## config.mk

```make
export PLATFORM = sky130hd
export DESIGN_NAME = sensor_response_frame_parser
export DESIGN_NICKNAME = d
export VERILOG_FILES = /design/src/hw/rtl/srfp_pkg.sv /design/src/hw/rtl/sensor_response_frame_parser.sv /design/src/hw/rtl/srfp_parser.sv /design/src/hw/rtl/srfp_out_stage.sv
export VERILOG_INCLUDE_DIRS = /design/src /design/src/hw/rtl
export SDC_FILE = /design/constraint.sdc
export NUM_CORES = 1
export LEC_CHECK = 0
export ABC_AREA = 1
export BUFFER_PORTS_ARGS = -buffer_cell sky130_fd_sc_hd__buf_2
export CORE_AREA = 2 2 113 115
export DETAILED_ROUTE_END_ITERATION = 10
export DIE_AREA = 0 0 115 117
export GPL_TIMING_DRIVEN = 0
export PLACE_DENSITY = 0.78
export SKIP_CTS_REPAIR_TIMING = 1
export SYNTH_ARGS = -nofsm -noshare
export SYNTH_HDL_FRONTEND = slang
export SYNTH_SLANG_ARGS = --single-unit
```

## constraint.sdc

```tcl
create_clock -name clk -period 3.7 [get_ports clk]
set_input_delay 0.74 -clock clk [delete_from_list [all_inputs] [get_ports clk]]
set_output_delay 0.74 -clock clk [all_outputs]
set_load 0.02 [all_outputs]
```

## src/hw/rtl/sensor_response_frame_parser_defines.svh

```systemverilog
// Assertion macros shared by the sensor response frame parser RTL.
`ifndef SENSOR_RESPONSE_FRAME_PARSER_DEFINES_SVH
`define SENSOR_RESPONSE_FRAME_PARSER_DEFINES_SVH

`ifndef SYNTH

// Same-cycle implication, disabled during reset.
`define SRFP_ASSERT_NOW(label, clk, rst, ante, cons) \
  label: assert property (@(posedge clk) disable iff (rst) (ante) |-> (cons)) \
    else $error("srfp check failed");

// Next-cycle implication, disabled during reset.
`define SRFP_ASSERT_NEXT(label, clk, rst, ante, cons) \
  label: assert property (@(posedge clk) disable iff (rst) (ante) |=> (cons)) \
    else $error("srfp check failed");

`else

`define SRFP_ASSERT_NOW(label, clk, rst, ante, cons)
`define SRFP_ASSERT_NEXT(label, clk, rst, ante, cons)

`endif

`endif

```

## src/hw/rtl/srfp_pkg.sv

```systemverilog
// Shared types and constants for the sensor response frame parser.
`timescale 1ns / 1ps

package srfp_pkg;

  // Reply bytes.
  localparam logic [7:0] ACK_BYTE    = 8'hA5;
  localparam logic [7:0] REFUSE_BYTE = 8'h96;
  localparam logic [7:0] HEADER_BYTE = 8'h40;

  // Length byte must stay below this value.
  localparam logic [7:0] FRAME_LIMIT = 8'd14;

  // Default number of payload bytes kept.
  localparam int STORED_PAYLOAD_DEFAULT = 4;

  // Status codes.
  localparam logic [1:0] ST_ACK     = 2'd0;
  localparam logic [1:0] ST_REFUSED = 2'd1;
  localparam logic [1:0] ST_BAD     = 2'd2;
  localparam logic [1:0] ST_BAD_SUM = 2'd3;

  // Widths of the stream words.
  localparam int IN_DATA_W  = 24;
  localparam int IN_USER_W  = 3;
  localparam int OUT_DATA_W = 48;
  localparam int OUT_USER_W = 2;

  // One received byte with its side information.
  typedef struct packed {
    logic [7:0] rx_byte;
    logic       start_req;
    logic       timed_out;
    logic       expect_frame;
    logic [7:0] expected_code;
    logic [3:0] expected_payload;
    logic [3:0] payload_capacity;
  } srfp_item_t;

  // One parse result.
  typedef struct packed {
    logic [1:0]  status;
    logic [7:0]  response_code;
    logic [3:0]  payload_length;
    logic [15:0] first_word;
    logic [15:0] second_word;
  } srfp_result_t;

endpackage

```

## src/hw/rtl/sensor_response_frame_parser.sv

```systemverilog
// Top level of the sensor response frame parser.
//
//   Channel  Dir  Contents
//   s_*      in   one received byte with start, timeout and expected-frame info
//   m_*      out  one reply result: status, code, length and two payload words
//
// Each item is held in the input register, where the parser decides its
// effect; the result is then loaded into the output register, so m_tvalid rises
// after the completing item has passed the input and then the output register.
// One item per cycle is sustained while the sink keeps m_tready high.
// The input register waits only while a result is stalled in the output register.
// Reset is synchronous: the parser returns to idle and both registers empty.
`timescale 1ns / 1ps
`include "sensor_response_frame_parser_defines.svh"

module sensor_response_frame_parser #(
  parameter int STORED_PAYLOAD = srfp_pkg::STORED_PAYLOAD_DEFAULT
) (
  input  logic                            clk,
  input  logic                            rst,
  input  logic                            s_tvalid,
  output logic                            s_tready,
  // rx_byte[7:0], expected_code[15:8], expected_payload[19:16],
  // payload_capacity[23:20]
  input  logic [srfp_pkg::IN_DATA_W-1:0]  s_tdata,
  // start_req[0], timed_out[1], expect_frame[2]
  input  logic [srfp_pkg::IN_USER_W-1:0]  s_tuser,
  output logic                            m_tvalid,
  input  logic                            m_tready,
  // response_code[7:0], payload_length[11:8], first_word[27:12],
  // second_word[43:28], zero fill[47:44]
  output logic [srfp_pkg::OUT_DATA_W-1:0] m_tdata,
  // status[1:0]
  output logic [srfp_pkg::OUT_USER_W-1:0] m_tuser
);
  import srfp_pkg::*;

  logic         in_valid;
  srfp_item_t   in_item;
  logic         out_free;
  logic         advance;
  logic         res_valid;
  srfp_result_t result;

  // The held item is handled once the output register has room.
  assign advance  = in_valid && out_free;
  assign s_tready = !in_valid || out_free;

  // Input register.
  always_ff @(posedge clk) begin
    if (rst) begin
      in_valid <= 1'b0;
    end else if (s_tready) begin
      in_valid <= s_tvalid;
    end
  end

  always_ff @(posedge clk) begin
    if (s_tready && s_tvalid) begin
      in_item.rx_byte          <= s_tdata[7:0];
      in_item.expected_code    <= s_tdata[15:8];
      in_item.expected_payload <= s_tdata[19:16];
      in_item.payload_capacity <= s_tdata[23:20];
      in_item.start_req        <= s_tuser[0];
      in_item.timed_out        <= s_tuser[1];
      in_item.expect_frame     <= s_tuser[2];
    end
  end

  srfp_parser #(
    .STORED_PAYLOAD(STORED_PAYLOAD)
  ) u_parser (
    .clk      (clk),
    .rst      (rst),
    .step     (advance),
    .item     (in_item),
    .res_valid(res_valid),
    .result   (result)
  );

  srfp_out_stage u_out (
    .clk     (clk),
    .rst     (rst),
    .load    (advance && res_valid),
    .result  (result),
    .free    (out_free),
    .m_tvalid(m_tvalid),
    .m_tready(m_tready),
    .m_tuser (m_tuser),
    .m_tdata (m_tdata)
  );

  `SRFP_ASSERT_NEXT(a_item_kept, clk, rst, in_valid && !out_free, in_valid)
  `SRFP_ASSERT_NEXT(a_result_shown, clk, rst, advance && res_valid, m_tvalid)
  `SRFP_ASSERT_NEXT(a_result_gone, clk, rst,
                    m_tvalid && m_tready && !(advance && res_valid), !m_tvalid)

endmodule

```

## src/hw/rtl/srfp_parser.sv

```systemverilog
// Reply parser: phase state, checksum, payload store and result decode.
`timescale 1ns / 1ps
`include "sensor_response_frame_parser_defines.svh"

module srfp_parser #(
  parameter int STORED_PAYLOAD = srfp_pkg::STORED_PAYLOAD_DEFAULT
) (
  input  logic                 clk,
  input  logic                 rst,
  input  logic                 step,
  input  srfp_pkg::srfp_item_t item,
  output logic                 res_valid,
  output srfp_pkg::srfp_result_t result
);
  import srfp_pkg::*;

  localparam int IDX_W = $clog2(STORED_PAYLOAD);

  // Phase codes.
  localparam logic [2:0] PH_IDLE          = 3'd0;
  localparam logic [2:0] PH_SIMPLE_SECOND = 3'd1;
  localparam logic [2:0] PH_FRAME_SECOND  = 3'd2;
  localparam logic [2:0] PH_FRAME_CODE    = 3'd3;
  localparam logic [2:0] PH_FRAME_PAYLOAD = 3'd4;
  localparam logic [2:0] PH_FRAME_CHECK   = 3'd5;

  logic [2:0] phase, phase_next;
  logic [7:0] held_first_byte, held_first_byte_next;
  logic [3:0] frame_length, frame_length_next;
  logic [3:0] bytes_left, bytes_left_next;
  logic [7:0] running_sum, running_sum_next;
  logic [7:0] echoed_code, echoed_code_next;
  logic [7:0] payload_store [STORED_PAYLOAD];

  logic [3:0] store_idx;
  logic       store_we;
  logic [3:0] len;
  logic [7:0] want_sum;
  logic [7:0] b;

  assign b         = item.rx_byte;
  assign len       = frame_length - 4'd1;
  assign want_sum  = ~running_sum + 8'd1;
  assign store_idx = frame_length - 4'd1 - bytes_left;

  // Next state and result for the item in the input register.
  always_comb begin
    phase_next           = phase;
    held_first_byte_next = held_first_byte;
    frame_length_next    = frame_length;
    bytes_left_next      = bytes_left;
    running_sum_next     = running_sum;
    echoed_code_next     = echoed_code;
    store_we             = 1'b0;
    res_valid            = 1'b0;
    result               = '0;

    if (item.timed_out) begin
      if (item.start_req || phase != PH_IDLE) begin
        res_valid     = 1'b1;
        result.status = ST_BAD;
        phase_next    = PH_IDLE;
      end
    end else if (item.start_req) begin
      held_first_byte_next = b;
      frame_length_next    = 4'd0;
      bytes_left_next      = 4'd0;
      running_sum_next     = 8'd0;
      echoed_code_next     = 8'd0;
      phase_next           = item.expect_frame ? PH_FRAME_SECOND : PH_SIMPLE_SECOND;
    end else begin
      unique case (phase)
        PH_SIMPLE_SECOND: begin
          res_valid  = 1'b1;
          phase_next = PH_IDLE;
          if (held_first_byte == ACK_BYTE && b == ACK_BYTE) begin
            result.status = ST_ACK;
          end else if (held_first_byte == REFUSE_BYTE && b == REFUSE_BYTE) begin
            result.status = ST_REFUSED;
          end else begin
            result.status = ST_BAD;
          end
        end
        PH_FRAME_SECOND: begin
          if (held_first_byte == REFUSE_BYTE && b == REFUSE_BYTE) begin
            res_valid     = 1'b1;
            result.status = ST_REFUSED;
            phase_next    = PH_IDLE;
          end else if (held_first_byte != HEADER_BYTE || b == 8'd0 || b >= FRAME_LIMIT ||
                       b > 8'd15 || (b - 8'd1) > {4'd0, item.payload_capacity}) begin
            res_valid     = 1'b1;
            result.status = ST_BAD;
            phase_next    = PH_IDLE;
          end else begin
            frame_length_next = b[3:0];
            running_sum_next  = HEADER_BYTE + b;
            phase_next        = PH_FRAME_CODE;
          end
        end
        PH_FRAME_CODE: begin
          echoed_code_next = b;
          running_sum_next = running_sum + b;
          bytes_left_next  = len;
          phase_next       = (len == 4'd0) ? PH_FRAME_CHECK : PH_FRAME_PAYLOAD;
        end
        PH_FRAME_PAYLOAD: begin
          store_we         = (store_idx < 4'(STORED_PAYLOAD));
          running_sum_next = running_sum + b;
          bytes_left_next  = bytes_left - 4'd1;
          if (bytes_left == 4'd1) begin
            phase_next = PH_FRAME_CHECK;
          end
        end
        PH_FRAME_CHECK: begin
          res_valid             = 1'b1;
          phase_next            = PH_IDLE;
          result.response_code  = echoed_code;
          result.payload_length = len;
          if (b != want_sum) begin
            result.status = ST_BAD_SUM;
          end else if (echoed_code != item.expected_code || len != item.expected_payload) begin
            result.status = ST_BAD;
          end else begin
            result.status = ST_ACK;
            if (len == 4'd1) begin
              result.first_word = {8'd0, payload_store[0]};
            end else if (len >= 4'd2) begin
              result.first_word = {payload_store[0], payload_store[1]};
            end
            if (len == 4'd3) begin
              result.second_word = {8'd0, payload_store[2]};
            end else if (len >= 4'd4) begin
              result.second_word = {payload_store[2], payload_store[3]};
            end
          end
        end
        default: begin
          // Idle without a start flag: the byte is dropped.
        end
      endcase
    end
  end

  // Control state.
  always_ff @(posedge clk) begin
    if (rst) begin
      phase           <= PH_IDLE;
      held_first_byte <= 8'd0;
      frame_length    <= 4'd0;
      bytes_left      <= 4'd0;
      running_sum     <= 8'd0;
      echoed_code     <= 8'd0;
    end else if (step) begin
      phase           <= phase_next;
      held_first_byte <= held_first_byte_next;
      frame_length    <= frame_length_next;
      bytes_left      <= bytes_left_next;
      running_sum     <= running_sum_next;
      echoed_code     <= echoed_code_next;
    end
  end

  // Payload store keeps the first payload bytes of the frame.
  always_ff @(posedge clk) begin
    if (step && store_we) begin
      payload_store[store_idx[IDX_W-1:0]] <= b;
    end
  end

  `SRFP_ASSERT_NEXT(a_idle_after_result, clk, rst, step && res_valid, phase == PH_IDLE)
  `SRFP_ASSERT_NOW(a_payload_has_bytes, clk, rst, phase == PH_FRAME_PAYLOAD, bytes_left != 4'd0)
  `SRFP_ASSERT_NOW(a_frame_len_set, clk, rst,
                   phase == PH_FRAME_CODE || phase == PH_FRAME_PAYLOAD ||
                   phase == PH_FRAME_CHECK, frame_length != 4'd0)

endmodule

```

## src/hw/rtl/srfp_out_stage.sv

```systemverilog
// Output register that holds one result until the sink takes it.
`timescale 1ns / 1ps

module srfp_out_stage (
  input  logic                   clk,
  input  logic                   rst,
  input  logic                   load,
  input  srfp_pkg::srfp_result_t result,
  output logic                   free,
  output logic                   m_tvalid,
  input  logic                   m_tready,
  output logic [srfp_pkg::OUT_USER_W-1:0] m_tuser,
  output logic [srfp_pkg::OUT_DATA_W-1:0] m_tdata
);
  import srfp_pkg::*;

  srfp_result_t held;

  // Room for a new result when empty or when the current one leaves now.
  assign free = !m_tvalid || m_tready;

  always_ff @(posedge clk) begin
    if (rst) begin
      m_tvalid <= 1'b0;
    end else if (load) begin
      m_tvalid <= 1'b1;
    end else if (m_tready) begin
      m_tvalid <= 1'b0;
    end
  end

  always_ff @(posedge clk) begin
    if (load) begin
      held <= result;
    end
  end

  assign m_tuser = held.status;
  assign m_tdata = {4'd0, held.second_word, held.first_word, held.payload_length,
                    held.response_code};

endmodule

```

==> results.toml, run 1 <==
[run_status]
status = "completed"

[yosys]
seq_area_frac_synth_pct = 56.0
synthArstFlopShare_pct = 0
synth_top_area_share_pct = 45.4
synth_flop_cell = "edfxtp_1"
avgSynthCellArea_sq_um = 9.39
yosys.area.top_type = "edfxtp_1"
synth_area_sq_mm = 0.00695
synthTopCellsByArea = "edfxtp_1 (45%), dfxtp_1 (11%), nand2_1 (6.5%), nor2_1 (5.1%), inv_1 (5.1%)"
ys_ff_latch = 142
synth_edf_count = 105
syn_inst = 740
synthDistinctLibCells = 41
synth_warnings = 0

[floorplan]
io_pins = 83
die_height_microns = 117
dieArea_sq_mm = 0.0135
fp.dieW_microns = 115
core_sq_mm = 0.0123
start_util_pct = 56.5
rows = 41

[drt]
dr.pass1.iters = 7
detail_route.wl_per_cell_microns = 15.7
first_iter_violations = 501
routed_wl_mm = 15.7
antenna_left = 0
drc = 0
via_per_inst = 5.55
vias = 5572

[clocking]
cts_tree = "yes"
max-clock-path-buffers = 2
clock_latency_ps = 420
numCtsBuffers = 17
cts_root_buffer = "clkbuf_16"
clkTransAtPathRegs_ps = 60
cts_max_level = 4
clock-sinks = 142

[pwr]
clockPowerShare_pct = 45.4
combPwrFrac_pct = 7.9
total_power_mw = 3.82
swShare_pct = 22.6
p_sw_mw = 0.865
power_frac_seq_pct = 46.7
vdd_drop_max_v = 0.000210
p_per_area_mw_per_mm2 = 466
p_leak_nw = 3.67
intPower_mw = 2.95

[timing]
rsz0062_at_grt = "no"
min_period_ps = 3420
setup_viol = 0
hold_violations = 0
whs_ps = 491
relSlewSlack_pct = 25.7
period_share_pct = 92.3
clock.fmax_mhz = 293
worst_pin_slew_ps = 1110
slew_viol_final = 0
skew_ps = 8.69

[global_routing]
grt.total_usage_pct = 24.4
grt_overflow_total = 0
antenna_found_initial = 0
grt_max_degree = 46
grt_pass1_wl_mm = 25.1
grt_pass1_vias = 5200

[job]
drv_cap = 0

[cells_and_area]
layout_commonest_cell = "nand2_1"
nets = 900
syn2layout_area_growth_pct = 17.8
insertedDiodeCount = 0
final_cell_mix = "nand2_1 (121), edfxtp_1 (105), nor2_1 (95), inv_1 (93), buf_2 (82)"
drive_gt1_share_pct = 18.6

[hold_path]
min_path_type = "primary input to flop"

[worst_setup_path]
criticalPathCategory = "flop to flop"
crit_required_ps = 3750
path_max_fanout = 8
crit_path_start_kind = "flop"
crit_path_end_kind = "flop"
arrival_ps = 3470

[placement]
place.gp.congestion = 0.954
io_buffers = 78
place_hpwl_mm = 11.6
## path summary, 6_finish.rpt
path,start,to,slack [ps],cells after the start
max,u_parser.frame_length[0],u_parser.payload_store[2][1],280,8
min reg2reg,u_parser.running_sum[7],u_parser.running_sum[7],510,2
max reg2reg,u_parser.frame_length[0],u_parser.payload_store[2][1],280,8
min,s_tdata[14],in_item[14],490,1
## sequential cells by signal, summed over array words and instances, names as in the netlist
register,cells
u_out.m_tdata,44
u_parser.payload_store,32
in_item,27
u_parser.echoed_code,8
u_parser.held_first_byte,8
u_parser.running_sum,8
u_parser.bytes_left,4
u_parser.frame_length,4
u_parser.phase,3
u_out.m_tuser,2
in_valid,1
u_out.m_tvalid,1
## synth_stat cells (3+ instances only)
cell and number:
o21ai_1 3, nor2_1 95, or2_2 6, nor3_1 8, nor2_2 7, edfxtp_1 105
xor2_1 7, dfxtp_1 37, a21oi_1 40, o22ai_1 3, clkbuf_1 7, buf_2 4
a211oi_1 6, inv_2 14, xnor2_1 5, inv_1 94, nand2_1 121, nand2_2 3
buf_4 4, ha_1 26, o21ai_0 40, buf_6 3, nand4_1 48, nand3_1 30
## cell type report
cell class                 instances  area, sq um
buffer                            19          114
clock buffer                      24          513
clock inverter                     8          104
fill                             958         4120
inverter                         108          405
multi-input combinational        474         2560
sequential                       142         3890
tap                              150          188
timing repair buffer              79          410
## stage by stage
stage	worst slack (ps)	setup TNS, ps	instances	cell area, sq um	utilization (%)
finish	283	0	1004	8190	66.5
global route	141	0	1004	8190	66.5
CTS	125	0	1004	8180	66.4
detailed placement	151	0	972	7560	61.4
global placement	-264	-12030	971	7540	61.3
floorplan	585	0	743	6960	-
## worst max-delay path, cell delays in order, from the launching register on
cell and delay [ps]:
dfxtp_1 460, inv_2 120, ha_1 450, fa_1 450
nand2_1 80, inv_1 40, nor4_1 630, nand3_1 200
nor2_1 610
## power by group through the flow
| stage | registers [mW] | logic (mW) | clock network (mW) |
|---|---|---|---|
| 2_1_floorplan | 1.81 | 0.209 | 0 |
| 3_3_place_gp | 1.82 | 0.280 | 0 |
| 3_5_place_dp | 1.82 | 0.296 | 0 |
| 4_1_cts | 1.78 | 0.298 | 1.75 |
| 5_1_grt | 1.79 | 0.341 | 1.82 |
| 6_report | 1.78 | 0.303 | 1.73 |
## cell families after synthesis
family / count (synthesis) / synth area share (%)
other: 1 / 0.0539
flip-flops: 142 / 56.0
AO/OA/AOI/OAI: 100 / 7.72
adder cells (fa/ha/maj): 28 / 5.26
AND/OR/NAND/NOR: 330 / 22.0
buffers and inverters: 127 / 7.47
XOR/XNOR: 12 / 1.51
## metal layers
metal  global-route usage (%)  share of wire, %  vias up
met5                        0                 0        -
met4                     9.64               2.2        0
met3                     5.46               5.7       23
met2                     40.4                49      244
met1                     31.6                44     2589
li1                         -                 -     2716
Power figures use the tool's default switching activity.
==> run 2, diff against run 1 <==
- ABC_AREA: 1 -> default
- CORE_AREA: 2 2 113 115 -> 2 2 112 114
- DIE_AREA: 0 0 115 117 -> 0 0 114 116
==> results.toml, run 2 <==
[placement]
io_buffers = 77
place_hpwl_mm = 10.8
place.gp.congestion = 0.928
placed_area_sq_mm = 0.00738
place_inst = 834

[clocking]
max-clock-path-buffers = 2
clkTransAtPathRegs_ps = 60
clock-sinks = 142
cts_tree = "yes"
numCtsBuffers = 17
cts_root_buffer = "clkbuf_16"
clock_latency_ps = 430
cts_max_level = 4

[global_routing]
antenna_found_initial = 0
grt_max_degree = 47
grt_pass1_wl_mm = 23.9
grt.total_usage_pct = 23.9
grt_pass1_vias = 4775
grt_overflow_total = 0

[cells_and_area]
num-fill-cells = 909
final_cell_mix = "edfxtp_1 (105), buf_2 (79), a21oi_1 (52), nor2_1 (41), dfxtp_1 (37)"
drive_gt1_share_pct = 19.2
largest_reg_flops = 44
nets = 774
syn2layout_area_growth_pct = 20.8
design_area_sq_mm = 0.00820
insertedDiodeCount = 0
layout_commonest_cell = "edfxtp_1"
layout.cells.non_filler = 875

[timing]
relSlewSlack_pct = 17.1
skew_ps = 9.38
hold_violations = 0
period_share_pct = 99.0
setup_viol = 0
clock.fmax_mhz = 273
slew_viol_final = 0
worst_pin_slew_ps = 1240
min_period_ps = 3660

[hold_path]
hp-start = "u_parser.held_first_byte[3]"
min_path_type = "flop to flop"

[yosys]
yosys.area.top_type = "edfxtp_1"
synth_warnings = 0
synth_fa_ha_area_share_pct = 5.38
syn_inst = 607
synthArstFlopShare_pct = 0
synth_edf_count = 105
synth-compound-area-share_pct = 11.6
ys_ff_latch = 142
synthSimpleGateAreaFrac_pct = 16.8
synthTopCellsByCount = "edfxtp_1 (105), a21oi_1 (53), nor2_1 (42), dfxtp_1 (37)"
avgSynthCellArea_sq_um = 11.2
synthTopCellsByArea = "edfxtp_1 (46%), dfxtp_1 (11%), ha_1 (4.8%), a21oi_1 (3.9%), nor3_1 (2.6%)"
synth_flop_cell = "edfxtp_1"
synthMuxAreaShare_pct = 0
synth_area_sq_mm = 0.00679
yosysMostFrequentCell = "edfxtp_1"
seq_area_frac_synth_pct = 57.4
synth-xor-area-share_pct = 4.59
synth_top_area_share_pct = 46.4
synth_top_family_by_area = "simple AND/OR/NAND/NOR gates"
synthDistinctLibCells = 61

[worst_setup_path]
crit_required_ps = 3840
r2r_start = "u_parser.frame_length[0]"
criticalPathCategory = "flop to flop"
crit_start = "u_parser.frame_length[0]"
path_max_fanout = 8
crit_path_start_kind = "flop"
arrival_ps = 3810
crit_path_end_kind = "flop"

[job]
drv_cap = 0

[drt]
drc = 0
routed_wl_mm = 16.0
detail_route.wl_per_cell_microns = 18.3
dr.pass1.iters = 5
vias = 5119
antenna_left = 0
via_per_inst = 5.85
first_iter_violations = 453

[floorplan]
start_util_pct = 57.0
fp.dieW_microns = 114
dieArea_sq_mm = 0.0132
io_pins = 83
rows = 40
core_sq_mm = 0.0119
die_height_microns = 116

[run_status]
status = "completed"

[pwr]
combPwrFrac_pct = 6.0
p_sw_mw = 0.843
power_frac_seq_pct = 47.6
p_per_area_mw_per_mm2 = 455
intPower_mw = 2.89
vdd_drop_max_v = 0.000302
p_leak_nw = 2.96
swShare_pct = 22.6
clockPowerShare_pct = 46.4
[run 2: metal layers]
layer	track usage, %	up-vias	part of all wire [%]
li1	-	2470	-
met1	29.2	2413	43
met2	40.6	209	49
met3	4.65	27	5.7
met4	12.0	0	2.3
met5	0	-	0
[run 2: power groups by stage]
stage / Clock (mW) / Sequential (mW) / Combinational, mW
final: 1.73 / 1.78 / 0.226
after global routing: 1.82 / 1.78 / 0.247
after CTS: 1.75 / 1.78 / 0.210
after detailed placement: 0 / 1.81 / 0.208
after global placement: 0 / 1.81 / 0.203
after floorplan: 0 / 1.82 / 0.124
[run 2: critical path, cell delays in order, from the launching register on]
cell and delay (ps):
dfxtp_1 510, inv_1 190, ha_1 500, inv_1 100
ha_1 290, a21o_1 170, a21oi_1 160, xnor3_1 220
or4_1 750, nor3_4 340, buf_12 160
[run 2: cells by family after synthesis]
group | after synthesis
adder cells (fa/ha/maj) | 28
AND/OR/NAND/NOR | 209
XOR/XNOR | 34
buffers and inverters | 68
other | 1
AO/OA/AOI/OAI | 125
flip-flops | 142
[run 2: per-stage QoR]
stage | setup TNS [ps] | hold WS [ps] | worst slack, ps | power (mW) | utilization (%)
after floorplan | 0 | 444 | 324 | 1.94 | -
after CTS | -44400 | 475 | -797 | 3.73 | 67.1
after global routing | -1960 | 473 | -95.1 | 3.84 | 68.8
final | 0 | 478 | 37.1 | 3.73 | 68.8
after detailed placement | -42750 | 468 | -771 | 2.02 | 61.9
after global placement | -37350 | 453 | -704 | 2.01 | 61.9
[run 2: worst paths after layout]
path	endpoint	slack [ps]	depth (start not counted)
worst max register to register	u_parser.payload_store[2][6]	40	10
worst min-delay path	u_parser.held_first_byte[3]	480	2
worst min register to register	u_parser.held_first_byte[3]	480	2
worst max-delay path	u_parser.payload_store[2][6]	40	10
[run 2: cell type report]
class / instances / area [sq um] / share of cell area [%]
multi-input combinational: 403 / 2720 / 33.1
inverter: 35 / 131 / 1.60
clock inverter: 10 / 92.6 / 1.13
timing repair buffer: 83 / 505 / 6.17
sequential: 142 / 3890 / 47.5
tap: 147 / 184 / 2.24
buffer: 33 / 159 / 1.94
clock buffer: 22 / 518 / 6.32
==> run 3, diff against run 2 <==
- PLACE_DENSITY: 0.78 -> 0.76
- SKIP_LAST_GASP: default -> 1
- TNS_END_PERCENT: default -> 50
==> results.toml, run 3 (same netlist as run 2, synthesis figures left out) <==
[floorplan]
io_pins = 83
core_sq_mm = 0.0119
start_util_pct = 57.0
dieArea_sq_mm = 0.0132
rows = 40
die_height_microns = 116
fp.dieW_microns = 114

[clocking]
clock_latency_ps = 430
cts_max_level = 4
max-clock-path-buffers = 2
cts_root_buffer = "clkbuf_16"
cts_tree = "yes"
clock-sinks = 142
clkTransAtPathRegs_ps = 60
numCtsBuffers = 17

[placement]
place_hpwl_mm = 11.2
place_inst = 834
place.gp.congestion = 0.968
io_buffers = 77

[worst_setup_path]
crit_path_end_kind = "flop"
crit_path_start_kind = "flop"
path_max_fanout = 8
worstPathCellList = "inv_1 > ha_1 > inv_1 > ha_1 > a21o_1 > a21oi_1 > xnor3_1 > or4_1 > nor3_4 > buf_12"
critical-path-max-stage-delay_ps = 780
criticalPathCategory = "flop to flop"
r2r-end = "u_parser.payload_store[0][3]"
r2r_start = "u_parser.frame_length[0]"
crit_required_ps = 3840
arrival_ps = 3850
reg2reg_depth = 10
r2r_slack_ps = -8
cp_slowest_cell = "or4_1"

[global_routing]
grt_overflow_total = 0
grt_pass1_wl_mm = 24.5
grt.total_usage_pct = 24.6
grt_pass1_vias = 4829
grt_max_degree = 47
antenna_found_initial = 0

[timing]
slew_viol_final = 0
setup_ws_ps = -7.56
period_share_pct = 100
clock.fmax_mhz = 270
hold_violations = 0
whs_ps = 475
min_period_ps = 3710
skew_ps = 7.56
worst_pin_slew_ps = 1250
relSlewSlack_pct = 16.4
setup_viol = 13

[drt]
first_iter_violations = 560
detail_route.wl_per_cell_microns = 19.0
vias = 5276
antenna_left = 0
via_per_inst = 6.01
routed_wl_mm = 16.7
dr.pass1.iters = 6
drc = 0

[pwr]
p_per_area_mw_per_mm2 = 449
p_leak_nw = 2.95
vdd_drop_max_v = 0.000323

[cells_and_area]
syn2layout_area_growth_pct = 20.4
layout.cells.non_filler = 878
final_cell_mix = "edfxtp_1 (105), buf_2 (79), a21oi_1 (52), nor2_1 (41), dfxtp_1 (36)"
drive_gt1_share_pct = 19.6
layout_commonest_cell = "edfxtp_1"
largest_reg_flops = 44
nets = 777
insertedDiodeCount = 0

[hold_path]
min_path_type = "flop to flop"
min_to = "u_parser.held_first_byte[7]"
min_path_cells = 2
hp-start = "u_parser.held_first_byte[7]"

[run_status]
status = "complete, but fails checks"
violations = "negative setup slack"

[job]
drv_cap = 0
-- run 3: cell types whose count changed in the layout (fill, tap and decap cells not counted), moves of 2 or more --
cell,before,now
inv_6,2,0
clkinvlp_4,0,3
buf_4,4,8
inv_4,2,0
clkinv_2,3,5
clkbuf_16,20,17
-- run 3: layout make-up --
cell class	instances	area, sq um
fillers	896	3730
clock buffers	21	460
inverters	35	131
plain buffers	33	159
multi-input cells	403	2720
well taps	147	184
clock inverters	11	116
flip-flops and latches	142	3890
repair buffers	86	515
-- run 3: power by group --
part	internal, mW	total [mW]	switching, mW
Combinational	0.0820	0.230	0.148
Clock	1.02	1.66	0.644
Sequential	1.74	1.78	0.0319
-- run 3: how the worst max path moves through the flow --
stage | start | to | slack [ps] | cells after the start
floorplan | in_item[20] | u_out.m_tdata[0] | 320 | 11
CTS | in_item[20] | u_out.m_tdata[29] | -790 | 11
finish | u_parser.frame_length[0] | u_parser.payload_store[0][3] | -8 | 10
detailed placement | in_item[20] | u_out.m_tdata[29] | -760 | 11
global placement | in_item[20] | u_out.m_tdata[30] | -630 | 11
global route | u_parser.frame_length[0] | u_parser.payload_store[0][3] | -110 | 10
-- run 3: through the flow --
stage          utilization, %  power [mW]  TNS, ps  setup slack (ps)  cell area, sq um
2_1_floorplan               -        1.94        0               324              6810
3_5_place_dp             61.9        2.02   -47260              -758              7380
4_1_cts                  66.8        3.66   -50570              -786              7950
3_3_place_gp             61.9        2.01   -37810              -635              7380
6_report                 68.6        3.67    -47.9             -7.56              8180
5_1_grt                  68.6        3.76    -2840              -115              8180
-- run 3: per-layer routing --
metal  vias to the layer above  routed length, microns  GRT usage [%]
met5                         -                       0              0
met4                         0                     699           14.0
met3                        53                    1260           5.28
met2                       255                    8110           41.0
met1                      2482                    6600           29.8
li1                       2486                       -              -
-- run 3: worst max-delay path: cells and delay by family (launching register included) --
kind            cells  cell delay [ps]
simple gates        2             1100
fa+ha+maj           2              810
flops               1              480
buf+inv             3              450
compound gates      2              350
xor+xnor            1              230
